File: src/cdpi_pkg.sv
// Shared constants and types for the constant-divisor pseudo-inverse block.
package cdpi_pkg;

    // Fixed field widths of the input and result beats
    localparam int DIVISOR_W   = 64;
    localparam int KBITS_W     = 7;
    localparam int INVERSE_W   = 64;
    localparam int SHIFT_W     = 7;

    // Default word width of the arithmetic
    localparam int WORD_BITS_DEF = 64;

    // Sequencer states
    typedef enum logic [2:0] {
        S_IDLE,
        S_PREP,
        S_WIDTH,
        S_DIVIDE,
        S_FINISH
    } t_state;

endpackage

File: src/cdpi_if.sv
// Valid/ready channel interfaces for the input and result beats.
interface cdpi_in_if;
    import cdpi_pkg::*;

    logic                 valid;
    logic                 ready;
    logic [DIVISOR_W-1:0] divisor;
    logic [KBITS_W-1:0]   dividend_bits;

    modport source (output valid, output divisor, output dividend_bits, input ready);
    modport sink   (input valid, input divisor, input dividend_bits, output ready);
endinterface

interface cdpi_out_if;
    import cdpi_pkg::*;

    logic                 valid;
    logic                 ready;
    logic [INVERSE_W-1:0] pseudo_inverse;
    logic [SHIFT_W-1:0]   shift_width;
    logic                 divisor_zero;

    modport source (output valid, output pseudo_inverse, output shift_width,
                    output divisor_zero, input ready);
    modport sink   (input valid, input pseudo_inverse, input shift_width,
                    input divisor_zero, output ready);
endinterface

File: src/constant_divisor_pseudo_inverse.sv
// Top level: shift width and pseudo-inverse of a constant divisor.
//
// For a divisor b (low WORD_BITS bits used) and a dividend bit count k
// (saturated to WORD_BITS) the block returns n, the smallest n >= 1 with
// 2^n >= b, and the low WORD_BITS bits of ceil(2^(n+k)/b). A zero divisor
// returns divisor_zero = 1 with both other fields 0. One subtractor of
// WORD_BITS+2 bits does all the work under a small sequencer: it forms b-1,
// grows the all-ones mask that sets n, and then runs a restoring division
// that yields k+1 quotient bits, one quotient bit per cycle. The block takes
// one item at a time; a finished result waits in the output register while
// the next item is accepted.
module constant_divisor_pseudo_inverse #(
    parameter int WORD_BITS = cdpi_pkg::WORD_BITS_DEF
) (
    input  logic        i_clk,
    input  logic        i_rst_n,
    cdpi_in_if.sink     i_in,
    cdpi_out_if.source  o_out
);
    import cdpi_pkg::*;

    localparam int W  = WORD_BITS;
    localparam int CW = $clog2(WORD_BITS + 1);

    // Control state
    t_state        r_state, n_state;
    logic [CW-1:0] r_cnt, n_cnt;
    logic          r_out_valid, n_out_valid;

    // Datapath registers
    logic [W-1:0]  r_b, n_b;
    logic [W-1:0]  r_bm1, n_bm1;
    logic [W-1:0]  r_ones, n_ones;
    logic [W:0]    r_rem, n_rem;
    logic [W-1:0]  r_quo, n_quo;
    logic [CW-1:0] r_n, n_n;
    logic          r_zero, n_zero;
    logic [W-1:0]  r_out_inv, n_out_inv;
    logic [CW-1:0] r_out_n, n_out_n;
    logic          r_out_zero, n_out_zero;

    // Shared subtractor
    logic [W:0]    sub_a, sub_b;
    logic [W+1:0]  sub_diff;
    logic          sub_borrow;

    // Input decode
    logic [W-1:0]  in_b;
    logic [CW-1:0] in_k;

    assign in_b = i_in.divisor[W-1:0];
    assign in_k = (i_in.dividend_bits > KBITS_W'(W)) ? CW'(W) : CW'(i_in.dividend_bits);

    // Select subtractor operands per phase
    always_comb begin
        unique case (r_state)
            S_PREP: begin
                sub_a = {1'b0, r_b};
                sub_b = (W+1)'(1);
            end
            S_WIDTH: begin
                sub_a = {1'b0, r_ones};
                sub_b = {1'b0, r_bm1};
            end
            default: begin
                sub_a = r_rem;
                sub_b = {1'b0, r_b};
            end
        endcase
    end

    assign sub_diff   = {1'b0, sub_a} - {1'b0, sub_b};
    assign sub_borrow = sub_diff[W+1];

    // Sequencer: next state and datapath updates
    always_comb begin
        n_state     = r_state;
        n_cnt       = r_cnt;
        n_b         = r_b;
        n_bm1       = r_bm1;
        n_ones      = r_ones;
        n_rem       = r_rem;
        n_quo       = r_quo;
        n_n         = r_n;
        n_zero      = r_zero;
        n_out_inv   = r_out_inv;
        n_out_n     = r_out_n;
        n_out_zero  = r_out_zero;
        n_out_valid = r_out_valid;
        i_in.ready  = 1'b0;

        // drop the result once the sink takes it
        if (r_out_valid && o_out.ready) begin
            n_out_valid = 1'b0;
        end

        unique case (r_state)
            S_IDLE: begin
                i_in.ready = 1'b1;
                if (i_in.valid) begin
                    n_b    = in_b;
                    n_cnt  = in_k;
                    n_quo  = '0;
                    n_zero = (in_b == '0);
                    n_n    = '0;
                    n_state = (in_b == '0) ? S_FINISH : S_PREP;
                end
            end
            S_PREP: begin
                // form b-1 and seed the mask search
                n_bm1   = sub_diff[W-1:0];
                n_ones  = W'(1);
                n_n     = CW'(1);
                n_state = S_WIDTH;
            end
            S_WIDTH: begin
                // grow the mask while it is below b-1
                if (sub_borrow) begin
                    n_ones = {r_ones[W-2:0], 1'b1};
                    n_n    = CW'(r_n + 1'b1);
                end else begin
                    n_rem   = {1'b0, r_ones};
                    n_state = S_DIVIDE;
                end
            end
            S_DIVIDE: begin
                // one restoring-division step, then shift in a one
                if (!sub_borrow) begin
                    n_rem = {sub_diff[W-1:0], 1'b1};
                end else begin
                    n_rem = {r_rem[W-1:0], 1'b1};
                end
                n_quo = {r_quo[W-2:0], ~sub_borrow};
                if (r_cnt == '0) begin
                    n_state = S_FINISH;
                end else begin
                    n_cnt = r_cnt - 1'b1;
                end
            end
            S_FINISH: begin
                // load the output register when it is free
                if (!r_out_valid || o_out.ready) begin
                    n_out_valid = 1'b1;
                    n_out_inv   = r_zero ? '0 : r_quo + 1'b1;
                    n_out_n     = r_zero ? '0 : r_n;
                    n_out_zero  = r_zero;
                    n_state     = S_IDLE;
                end
            end
            default: begin
                n_state = S_IDLE;
            end
        endcase
    end

    // Control registers
    always_ff @(posedge i_clk) begin
        if (!i_rst_n) begin
            r_state     <= S_IDLE;
            r_out_valid <= 1'b0;
        end else begin
            r_state     <= n_state;
            r_out_valid <= n_out_valid;
        end
    end

    // Datapath registers
    always_ff @(posedge i_clk) begin
        r_cnt      <= n_cnt;
        r_b        <= n_b;
        r_bm1      <= n_bm1;
        r_ones     <= n_ones;
        r_rem      <= n_rem;
        r_quo      <= n_quo;
        r_n        <= n_n;
        r_zero     <= n_zero;
        r_out_inv  <= n_out_inv;
        r_out_n    <= n_out_n;
        r_out_zero <= n_out_zero;
    end

    // Result beat
    assign o_out.valid          = r_out_valid;
    assign o_out.pseudo_inverse = INVERSE_W'(r_out_inv);
    assign o_out.shift_width    = SHIFT_W'(r_out_n);
    assign o_out.divisor_zero   = r_out_zero;

endmodule

File: src/flat_wrapper.sv
// flat-port wrapper written by rule: the top's interface ports become plain ports
module constant_divisor_pseudo_inverse_flat import cdpi_pkg::*;
#(
    parameter int WORD_BITS = cdpi_pkg::WORD_BITS_DEF
)
  (i_clk, i_rst_n, i_in_valid, i_in_divisor, i_in_dividend_bits, i_in_ready, o_out_valid, o_out_pseudo_inverse, o_out_shift_width, o_out_divisor_zero, o_out_ready);
  cdpi_in_if i_in_i ();
  cdpi_out_if o_out_i ();
  input  logic i_clk;
  input  logic i_rst_n;
  input wire logic [$bits(i_in_i.valid)-1:0] i_in_valid;
  input wire logic [$bits(i_in_i.divisor)-1:0] i_in_divisor;
  input wire logic [$bits(i_in_i.dividend_bits)-1:0] i_in_dividend_bits;
  output wire logic [$bits(i_in_i.ready)-1:0] i_in_ready;
  output wire logic [$bits(o_out_i.valid)-1:0] o_out_valid;
  output wire logic [$bits(o_out_i.pseudo_inverse)-1:0] o_out_pseudo_inverse;
  output wire logic [$bits(o_out_i.shift_width)-1:0] o_out_shift_width;
  output wire logic [$bits(o_out_i.divisor_zero)-1:0] o_out_divisor_zero;
  input wire logic [$bits(o_out_i.ready)-1:0] o_out_ready;
  assign i_in_i.valid = i_in_valid;
  assign i_in_i.divisor = i_in_divisor;
  assign i_in_i.dividend_bits = i_in_dividend_bits;
  assign i_in_ready = i_in_i.ready;
  assign o_out_valid = o_out_i.valid;
  assign o_out_pseudo_inverse = o_out_i.pseudo_inverse;
  assign o_out_shift_width = o_out_i.shift_width;
  assign o_out_divisor_zero = o_out_i.divisor_zero;
  assign o_out_i.ready = o_out_ready;
  constant_divisor_pseudo_inverse #(.WORD_BITS(WORD_BITS)) u_core (.i_clk(i_clk), .i_rst_n(i_rst_n), .i_in(i_in_i), .o_out(o_out_i));
endmodule
File: config.mk
export PLATFORM = sky130hd
export DESIGN_NAME = constant_divisor_pseudo_inverse_flat
export DESIGN_NICKNAME = d
export VERILOG_FILES = /design/src/cdpi_pkg.sv /design/src/cdpi_if.sv /design/src/constant_divisor_pseudo_inverse.sv /design/src/flat_wrapper.sv
export SDC_FILE = /design/constraint.sdc
export NUM_CORES = 1
export LEC_CHECK = 0
export ABC_AREA = 1
export BUFFER_PORTS_ARGS = -buffer_cell sky130_fd_sc_hd__buf_2
export CORE_ASPECT_RATIO = 0.7
export CORE_MARGIN = 1
export CORE_UTILIZATION = 35
export DETAILED_ROUTE_END_ITERATION = 7
export PLACE_DENSITY_LB_ADDON = 0.12
export SYNTH_ARGS = -nofsm -noshare
export SYNTH_HDL_FRONTEND = slang
export SYNTH_SLANG_ARGS = --single-unit
File: constraint.sdc
create_clock -name i_clk -period 17 [get_ports i_clk]
set_input_delay 1.7 -clock i_clk [delete_from_list [all_inputs] [get_ports i_clk]]
set_output_delay 1.7 -clock i_clk [all_outputs]
set_load 0.05 [all_outputs]
-- Yosys cells after proc, flatten, opt, wreduce, memory -nomap -nowiden
Index checks and enable logic that the tools add are counted.
- flip-flop bits (word level): 412
- bits in latches: 0
- RAM bits: 0
- ROM bits: 0
- bits of input ports: 75
- output and inout port bits: 74
- logic and storage cells: 73
- memories: 0
- add/sub/neg operators: 4
- $mul: 0
- divide/modulo/power cells: 0
- $lt $le $gt $ge: 1
- equal/unequal tests: 10
- shift operators: 0
- muxes and demuxes: 26
- bitwise operators: 1
- reductions and logical operators: 18
- operator list (cell ; number):
    case mux 64 bit (2 select lines) ; 3
    case mux 65 bit (2 select lines) ; 2
    two-way mux 65 bit ; 2
    two-way mux 64 bit ; 2
    subtractor 65 x 64 -> 66 bit ; 1
    adder 64 x 1 -> 64 bit, second input constant ; 1
    zero test 64 bit ; 1
    two-way mux 7 bit ; 5
    case mux 7 bit (3 select lines) ; 1
    two-way mux 3 bit ; 5
    case mux 3 bit (5 select lines) ; 1
    case mux 7 bit (2 select lines) ; 1
    AND reduction 2 bit ; 5
    adder 7 x 1 -> 7 bit, second input constant ; 1
    > comparator 7 bit, second input constant ; 1
    zero test 7 bit ; 1
    subtractor 7 x 1 -> 7 bit, second input constant ; 1
    == test 3 x 2 -> 1 bit, second input constant ; 2
    inequality test 2 x 1 -> 1 bit, second input constant ; 3
    inequality test 2 bit, second input constant ; 3
    AND reduction 3 bit ; 2
    nonzero test 2 bit ; 3
    two-way mux 1 bit ; 4
    AND reduction 4 bit ; 1
    other kinds (8) ; 8

-- Longest topological paths before layout
Gate-level depths: netlist of run 1.
- word-level depth: 5
- mapped depth: 25

-- Worst setup path after synthesis of run 1
Ideal clock, no wire load.
- path type: input to register
- start point: input port o_out_ready
- end point: register u_core.r_out_zero (netlist: u_core.o_out.divisor_zero) (enable)
- arrival: 8.551 ns
- path slack: 7.769 ns
- cell stages on the path: 2
- path buffers: 0
- path through: nor2_1 -> nor4_1
- word-level cells in the longest chain between the ends: 2
- RTL lines (element ; line ; RTL):
    start: declaration ; flat_wrapper.sv:19 ; input wire logic [$bits(o_out_i.ready)-1:0] o_out_ready;
    logical OR 1 bit ; constant_divisor_pseudo_inverse.sv:142 ; if (!r_out_valid || o_out.ready) begin
    AND reduction 2 bit (no line) ; -- ;
    end signal: assignment ; constant_divisor_pseudo_inverse.sv:179 ; r_out_zero <= n_out_zero;
    end: declaration ; constant_divisor_pseudo_inverse.sv:40 ; logic r_out_zero, n_out_zero;
Every way passes these cells.
A chain may end at the register's enable or synchronous reset.

-- Worst setup path in the final report of run 1
- start point: register u_core.r_state[1]
- end point: register u_core.r_rem[13] (data pin)
- word-level cells in the longest chain between the ends: 5
- elaborated cells between the ends (all ways): 8
- those cells by class: add/sub: 1; eq/ne: 3; mux: 4
- RTL lines (element ; line ; RTL):
    start: declaration ; constant_divisor_pseudo_inverse.sv:26 ; t_state r_state, n_state;
    start signal: assignment ; constant_divisor_pseudo_inverse.sv:162 ; r_state <= n_state;
    == test 3 x 2 -> 1 bit / == test 3 x 1 -> 1 bit (equally long branches) ; constant_divisor_pseudo_inverse.sv:56, constant_divisor_pseudo_inverse.sv:97 ;
    case mux 65 bit (2 select lines) / case mux 64 bit (2 select lines) (equally long branches) ; constant_divisor_pseudo_inverse.sv:56 ; unique case (r_state)
    subtractor 65 x 64 -> 66 bit ; constant_divisor_pseudo_inverse.sv:72 ; assign sub_diff = {1'b0, sub_a} - {1'b0, sub_b};
    two-way mux 65 bit ; constant_divisor_pseudo_inverse.sv:128 ; if (!sub_borrow) begin
    case mux 65 bit (2 select lines) (*) ; constant_divisor_pseudo_inverse.sv:97 ; unique case (r_state)
    net u_core.n_rem[13] ; constant_divisor_pseudo_inverse.sv:34 ; logic [W:0] r_rem, n_rem;
    end signal: assignment ; constant_divisor_pseudo_inverse.sv:173 ; r_rem <= n_rem;
    end: declaration ; constant_divisor_pseudo_inverse.sv:34 ;
The timed path passes the listed nets; every way through them passes the cells marked *.

==> results of run 1 <==
==> power breakdown <==
| group | internal (uW) | switching, uW |
|---|---|---|
| clock network | 594 | 431 |
| logic | 1100 | 2720 |
| registers | 1610 | 158 |
| total | 3300 | 3310 |
==> metrics by stage <==
stage	instance area [um2]	hold slack [ns]	total power, uW	util (%)	instances
after floorplan	24700	0.448	4390	-	3096
after global placement	26500	0.528	5540	37.9	4099
after detailed placement	26500	0.529	5560	37.9	4099
after CTS	28000	0.543	6610	40.0	4180
after global routing	28000	0.570	7160	40.0	4180
final	28000	0.543	6610	40.0	4180
==> metal layers <==
metal | vias up | track usage, %
met2 | 640 | 30.6
met4 | 0 | 3.40
met5 | - | 0
met1 | 10100 | 37.6
met3 | 64 | 5.57
li1 | 10400 | -
==> logic make-up (layout without fill, tap and decap cells) <==
family          Yosys count  count (layout)  share of synthesized area (%)
xor+xnor                 41              41                           1.45
simple gates           1582            1582                           26.2
flops                   410             410                           49.6
buf+inv                 621             792                           9.57
fa+ha+maj                69              69                           3.52
compound gates          373             373                           9.66
==> worst max-delay path by stage <==
| stage | from | endpoint | slack, ns |
|---|---|---|---|
| 3_5_place_dp | u_core.r_state[1]$_SDFFE_PN0P_ | u_core.r_rem[13]$_DFFE_PP_ | 11.03 |
| 4_1_cts | u_core.r_state[1]$_SDFFE_PN0P_ | u_core.r_rem[21]$_DFFE_PP_ | 11.01 |
| 6_report | u_core.r_state[1]$_SDFFE_PN0P_ | u_core.r_rem[13]$_DFFE_PP_ | 11.00 |
| 3_3_place_gp | u_core.r_state[0]$_SDFFE_PN0P_ | u_core.r_rem[21]$_DFFE_PP_ | 11.21 |
| 5_1_grt | u_core.r_state[1]$_SDFFE_PN0P_ | u_core.r_rem[13]$_DFFE_PP_ | 10.46 |
| 2_1_floorplan | o_out_ready | u_core.o_out.divisor_zero$_DFFE_PP_ | 7.77 |
==> worst register-to-register path: stages, from the launching register on <==
cell and delay [ns]:
dfxtp_1 0.37, nor2_2 0.17, nand2_2 0.16, nand2_1 0.29
clkinv_2 0.57, buf_4 0.57, a221o_1 0.51, ha_1 0.36
nand2_1 0.11, inv_1 0.09, nand2_1 0.08, nor3_2 0.31
nand2_2 0.14, nor2b_1 0.19, nand3_2 0.15, nand3_4 0.53
buf_4 0.74, a21oi_1 0.23, o21ai_1 0.12, nand2_1 0.07
==> registers in the layout (all words and copies together), names as in the netlist <==
signal                       count
u_core.r_ones                   63
u_core.r_bm1                    64
u_core.o_out.divisor_zero        1
u_core.o_out.valid               1
u_core.o_out.pseudo_inverse     64
u_core.r_rem                    64
u_core.r_quo                    64
u_core.r_state                   3
u_core.o_out.shift_width         7
u_core.r_n                       7
u_core.r_cnt                     7
u_core.r_zero                    1
u_core.r_b                      64
==> cell type report <==
cell class              count  share of cell area [%]
clock inverters            30                    1.23
flip-flops and latches    410                    43.9
clock buffers              51                    4.11
well taps                 913                    4.08
multi-input cells        2065                    36.3
inverters                 547                    7.37
repair buffers            164                    3.08
==> placed cells by master, fill, tap and decap left out, types with 26 or more instances in the layout <==
cell type / count
nand2_1: 879
inv_1: 536
nor2_1: 418
edfxtp_1: 406
buf_2: 148
a21oi_1: 141
nand3_1: 107
ha_1: 68
o21ai_0: 63
a221o_1: 62
nor3_1: 60
a22oi_1: 53
nand4_1: 46
clkbuf_16: 45
xnor2_1: 26
==> impl_metrics.ini, run 1 <==
[run_status]
status = complete, no violations

[floorplanning]
die_h_um = 224
core_area_um2 = 69900
die_w_um = 320
die-area_um2 = 71800
ioPinCount = 149
initial_core_util_pct = 35.4
rows = 81

[logic_synthesis]
ys_types = 46
syn_inst = 3096
synth_flop_cell = edfxtp_1
ys_top_cells_by_count = 880 x nand2_1, 537 x inv_1, 421 x nor2_1
ys_warn_count = 0
syn_area_um2 = 24700
async_flop_share_pct = 0
syn_avg_cell_area_um2 = 7.99
yosysMostFrequentCell = nand2_1
ys_seq_area_share_pct = 49.6
synth.top_cell.area_share_pct = 49.3
synth_top_cell_by_area = edfxtp_1
synth_edf_count = 406
synth_nets = 3240
synth_seq_cells = 410
synthTopCellsByArea = edfxtp_1 49%, nand2_1 13%, inv_1 8.1%

[clock_network]
clkSinkCount = 410
htreeDepth = 2
numCtsBuffers = 44
cts.repair.resized = 0
postCtsSetupBuffers = 0
clock_latency_ns = 0.60
cts_tree = yes
clk_pin_slew_worst_paths_ns = 0.06
postCtsHoldBufs = 0
clockBufferDepth = 3
cts_root_buf = clkbuf_16

[timing]
timing.setup.tns_ns = 0
period_share_pct = 35.3
relSlewSlack_pct = 23.6
finalSetupViolations = 0
worst_pin_slew_ns = 1.13
maxSlewViolCount = 0
setup_slack_ns = 11.00
max_freq_mhz = 167
finClkSkew_ns = 0.0218
grt_setup_unrepaired = false
finalHoldViolCount = 0
finalCriticalPeriod_ns = 6.00

[grt]
grt_start_max_net_pins = 109
grt_pass1_vias = 20000
grt_use_total_pct = 23.1
grt_pass1_wl_um = 126000
grt_overflow = 0
antenna_found_initial = 0

[placement]
hpwl_um = 64100
place.gp.congestion = 0.973
preCtsSetupSlack_ns = 11.03
port-buffer-count = 148

[final_layout]
nFillCells = 7305
antennaDiodeCount = 0
multiInputGateArea_um2 = 10100
num-nets-final = 3376
syn_to_final_growth_pct = 13.0
drive_gt1_share_pct = 8.02
seqCellArea_um2 = 12300

[detailed_routing]
vias = 21300
via_per_inst = 5.08
first_pass_iters = 5
top_layer = met4
final_antenna_net_count = 0
first_iter_violations = 1938
dr_wl_met2_um = 31200
dr_wl_met3_um = 6990
met1_length_um = 44100
drt-wirelength-per-cell_um = 19.9
totalWireLength_um = 83200
drt_drc_violations_left = 0

[setup_path]
worstReg2RegStart = u_core.r_state[1]$_SDFFE_PN0P_
r2r_end = u_core.r_rem[13]$_DFFE_PP_
startpoint_type = flip-flop
r2r_cells = 19
endpoint_kind = flip-flop
cp_num_buf_inv = 4
r2r_setup_slack_ns = 11.00
cp_max_fo = 80
worstPathCellList = nor2_2 -> nand2_2 -> nand2_1 -> clkinv_2 -> buf_4 -> a221o_1 -> ha_1 -> nand2_1 -> inv_1 -> nand2_1 -> nor3_2 -> nand2_2 -> nor2b_1 -> nand3_2 -> nand3_4 -> buf_4 -> a21oi_1 -> o21ai_1 -> nand2_1
cp_data_required_time_ns = 17.35
cp.arrival_ns = 6.34
path_common_cell = nand2_1
critical_path_class = flip-flop to flip-flop
max_stage_delay_ns = 0.72
cpLargestDelayFamily = simple AND/OR/NAND/NOR gates
cp_slowest_cell = buf_4
crit_cells = 19

[flow_run]
maxCapViolations = 0

[min_path]
worst_hold_path_type = flip-flop to flip-flop
whs_endpoint = u_core.r_rem[51]$_DFFE_PP_
hp-start = u_core.r_ones[51]$_SDFFCE_PP0P_
hold_depth = 2

[power_and_ir_drop]
powerDensity_nw_per_um2 = 236
p_leak_uw = 0.0125
peakVddDrop_mv = 0.127
(Power assumes the default switching activity.)
==> run 2: changes to the inputs <==
Clock period 17 ns to 4.9 ns, I/O delays scaled along.
==> run 2 against run 1 <==
Critical path depth is 3 lower. Maximum frequency is 31% higher. Count of clock-buffer cells in the layout is 4 higher. Critical endpoint is now u_core.r_rem[23]$_DFFE_PP_. Combinational power grew to 3.6 times the previous value. Worst hold slack worse by 0.46 ns. First-iteration DRC count is 11% higher. Largest power group unchanged. Total power grew to 3.5 times the previous value. Die area stayed put. Via count is 1.1% higher. Sequential power grew to 3.5 times the previous value.
==> impl_metrics.ini, run 2 (synthesis gave the netlist of run 1 again) <==
[run_status]
status = complete, no violations

[clock_network]
clkSinkCount = 410
numCtsBuffers = 45
clock_latency_ns = 0.61
cts_root_buf = clkbuf_16
htreeDepth = 2
clockBufferDepth = 3
cts.repair.resized = 0
postCtsSetupBuffers = 0
cts_tree = yes
clk_pin_slew_worst_paths_ns = 0.06
postCtsHoldBufs = 0

[placement]
placed_cells = 4124
hpwl_um = 67200
place.gp.congestion = 0.995
port-buffer-count = 148
post_dp_cell_area_um2 = 26800

[timing]
relSlewSlack_pct = 20.0
timing.setup.tns_ns = 0
finalHoldViolCount = 0
worst_pin_slew_ns = 1.20
finalSetupViolations = 0
finalCriticalPeriod_ns = 4.57
max_freq_mhz = 219
grt_setup_unrepaired = false
maxSlewViolCount = 0
finClkSkew_ns = 0.0202
period_share_pct = 93.2

[flow_run]
maxCapViolations = 0

[detailed_routing]
totalWireLength_um = 86200
drt_drc_violations_left = 0
top_layer = met4
first_iter_violations = 2146
drt-wirelength-per-cell_um = 20.5
final_antenna_net_count = 0
first_pass_iters = 7
vias = 21500
met1_length_um = 46400
via_per_inst = 5.11
dr_wl_met2_um = 31600
dr_wl_met3_um = 6980

[final_layout]
final_cell_mix = 879 x nand2_1, 536 x inv_1, 418 x nor2_1, 406 x edfxtp_1, 148 x buf_2
stdcell_count = 4206
syn_to_final_growth_pct = 14.0
nFillCells = 7284
postLayoutCellArea_um2 = 28200
drive_gt1_share_pct = 8.78
final_common_cell = nand2_1
num-nets-final = 3402

[floorplanning]
ioPinCount = 149
rows = 81
initial_core_util_pct = 35.4
die_w_um = 320
die-area_um2 = 71800
core_area_um2 = 69900
die_h_um = 224

[power_and_ir_drop]
peakVddDrop_mv = 0.369
powerDensity_nw_per_um2 = 821
design_power_total_uw = 23200
p_leak_uw = 0.0126

[grt]
grt_pass1_wl_um = 129000
grt_overflow = 0
grt_start_max_net_pins = 81
antenna_found_initial = 1
grt_pass1_vias = 20200
grt_use_total_pct = 23.9

[setup_path]
cp_max_fo = 80
worstPathCellList = nor2_2 -> nand2_2 -> nand2_1 -> clkinv_2 -> buf_12 -> a221o_1 -> ha_1 -> nand4_1 -> nor2_1 -> nand2_1 -> nor2_1 -> nand3_2 -> nand4_1 -> inv_1 -> nor2_4 -> buf_12
endpoint_kind = flip-flop
cp.arrival_ns = 4.80
max_stage_delay_ns = 0.41
cp_slowest_cell = nor2_1
critical_path_class = flip-flop to flip-flop
cpLargestDelayFamily = simple AND/OR/NAND/NOR gates
cp_num_buf_inv = 4
startpoint_type = flip-flop
cp_data_required_time_ns = 5.13

[min_path]
worst_hold_path_type = input port to flip-flop
[run 2: cell types whose count changed in the layout (fill, tap and decap cells not counted), moves of 2 or more]
cell / previous run / this run
buf_12: 0 / 8
buf_4: 16 / 33
bufinv_16: 7 / 3
clkbuf_1: 6 / 8
clkinv_1: 15 / 10
clkinvlp_4: 0 / 3
diode_2: 0 / 2
[run 2: final timing paths]
kind	from	endpoint	slack (ns)	cells past startpoint
setup / recovery	u_core.r_state[1]$_SDFFE_PN0P_	u_core.r_rem[23]$_DFFE_PP_	0.33	16
hold / removal	i_in_divisor[35]	u_core.r_b[35]$_DFFE_PP_	0.08	1
setup reg to reg	u_core.r_state[1]$_SDFFE_PN0P_	u_core.r_rem[23]$_DFFE_PP_	0.33	16
hold reg to reg	u_core.r_ones[48]$_SDFFCE_PP0P_	u_core.r_rem[48]$_DFFE_PP_	0.54	2
[run 2: worst register-to-register path, stage by stage, from the launching register on]
cell	delay (ns)
dfxtp_1	0.38
nor2_2	0.20
nand2_2	0.17
nand2_1	0.15
clkinv_2	0.09
buf_12	0.18
a221o_1	0.44
ha_1	0.40
nand4_1	0.24
nor2_1	0.41
nand2_1	0.17
nor2_1	0.20
nand3_2	0.15
nand4_1	0.29
inv_1	0.16
nor2_4	0.13
buf_12	0.34
[run 2: cell type report]
type / count / area, um2 / area share, %
Antenna cell: 2 / 5.00 / 0.0177
Clock buffer: 55 / 1190 / 4.24
Clock inverter: 25 / 229 / 0.812
Inverter: 547 / 2060 / 7.31
Multi-Input combinational cell: 2065 / 10100 / 36.0
Sequential cell: 410 / 12300 / 43.5
Tap cell: 913 / 1140 / 4.05
Timing Repair Buffer: 189 / 1150 / 4.07
[run 2: per-stage QoR]
| step | worst slack [ns] | utilization, % | hold slack [ns] |
|---|---|---|---|
| 6_report | 0.332 | 40.3 | 0.0814 |
| 3_5_place_dp | 0.472 | 38.3 | 0.530 |
| 2_1_floorplan | -0.155 | - | 0.448 |
| 3_3_place_gp | 0.554 | 38.3 | 0.529 |
| 5_1_grt | 0.0123 | 40.3 | 0.0458 |
| 4_1_cts | 0.423 | 40.3 | 0.0320 |
[run 2: power by group]
group / switching, uW / internal (uW)
clock network: 1500 / 1900
registers: 555 / 5580
logic: 9530 / 4080
[run 2: metal layers]
metal  global-route usage (%)  up-vias
met5                        0        -
met3                     6.19       74
met2                     30.8      641
li1                         -    10500
met1                     38.9    10300
met4                     4.64        0
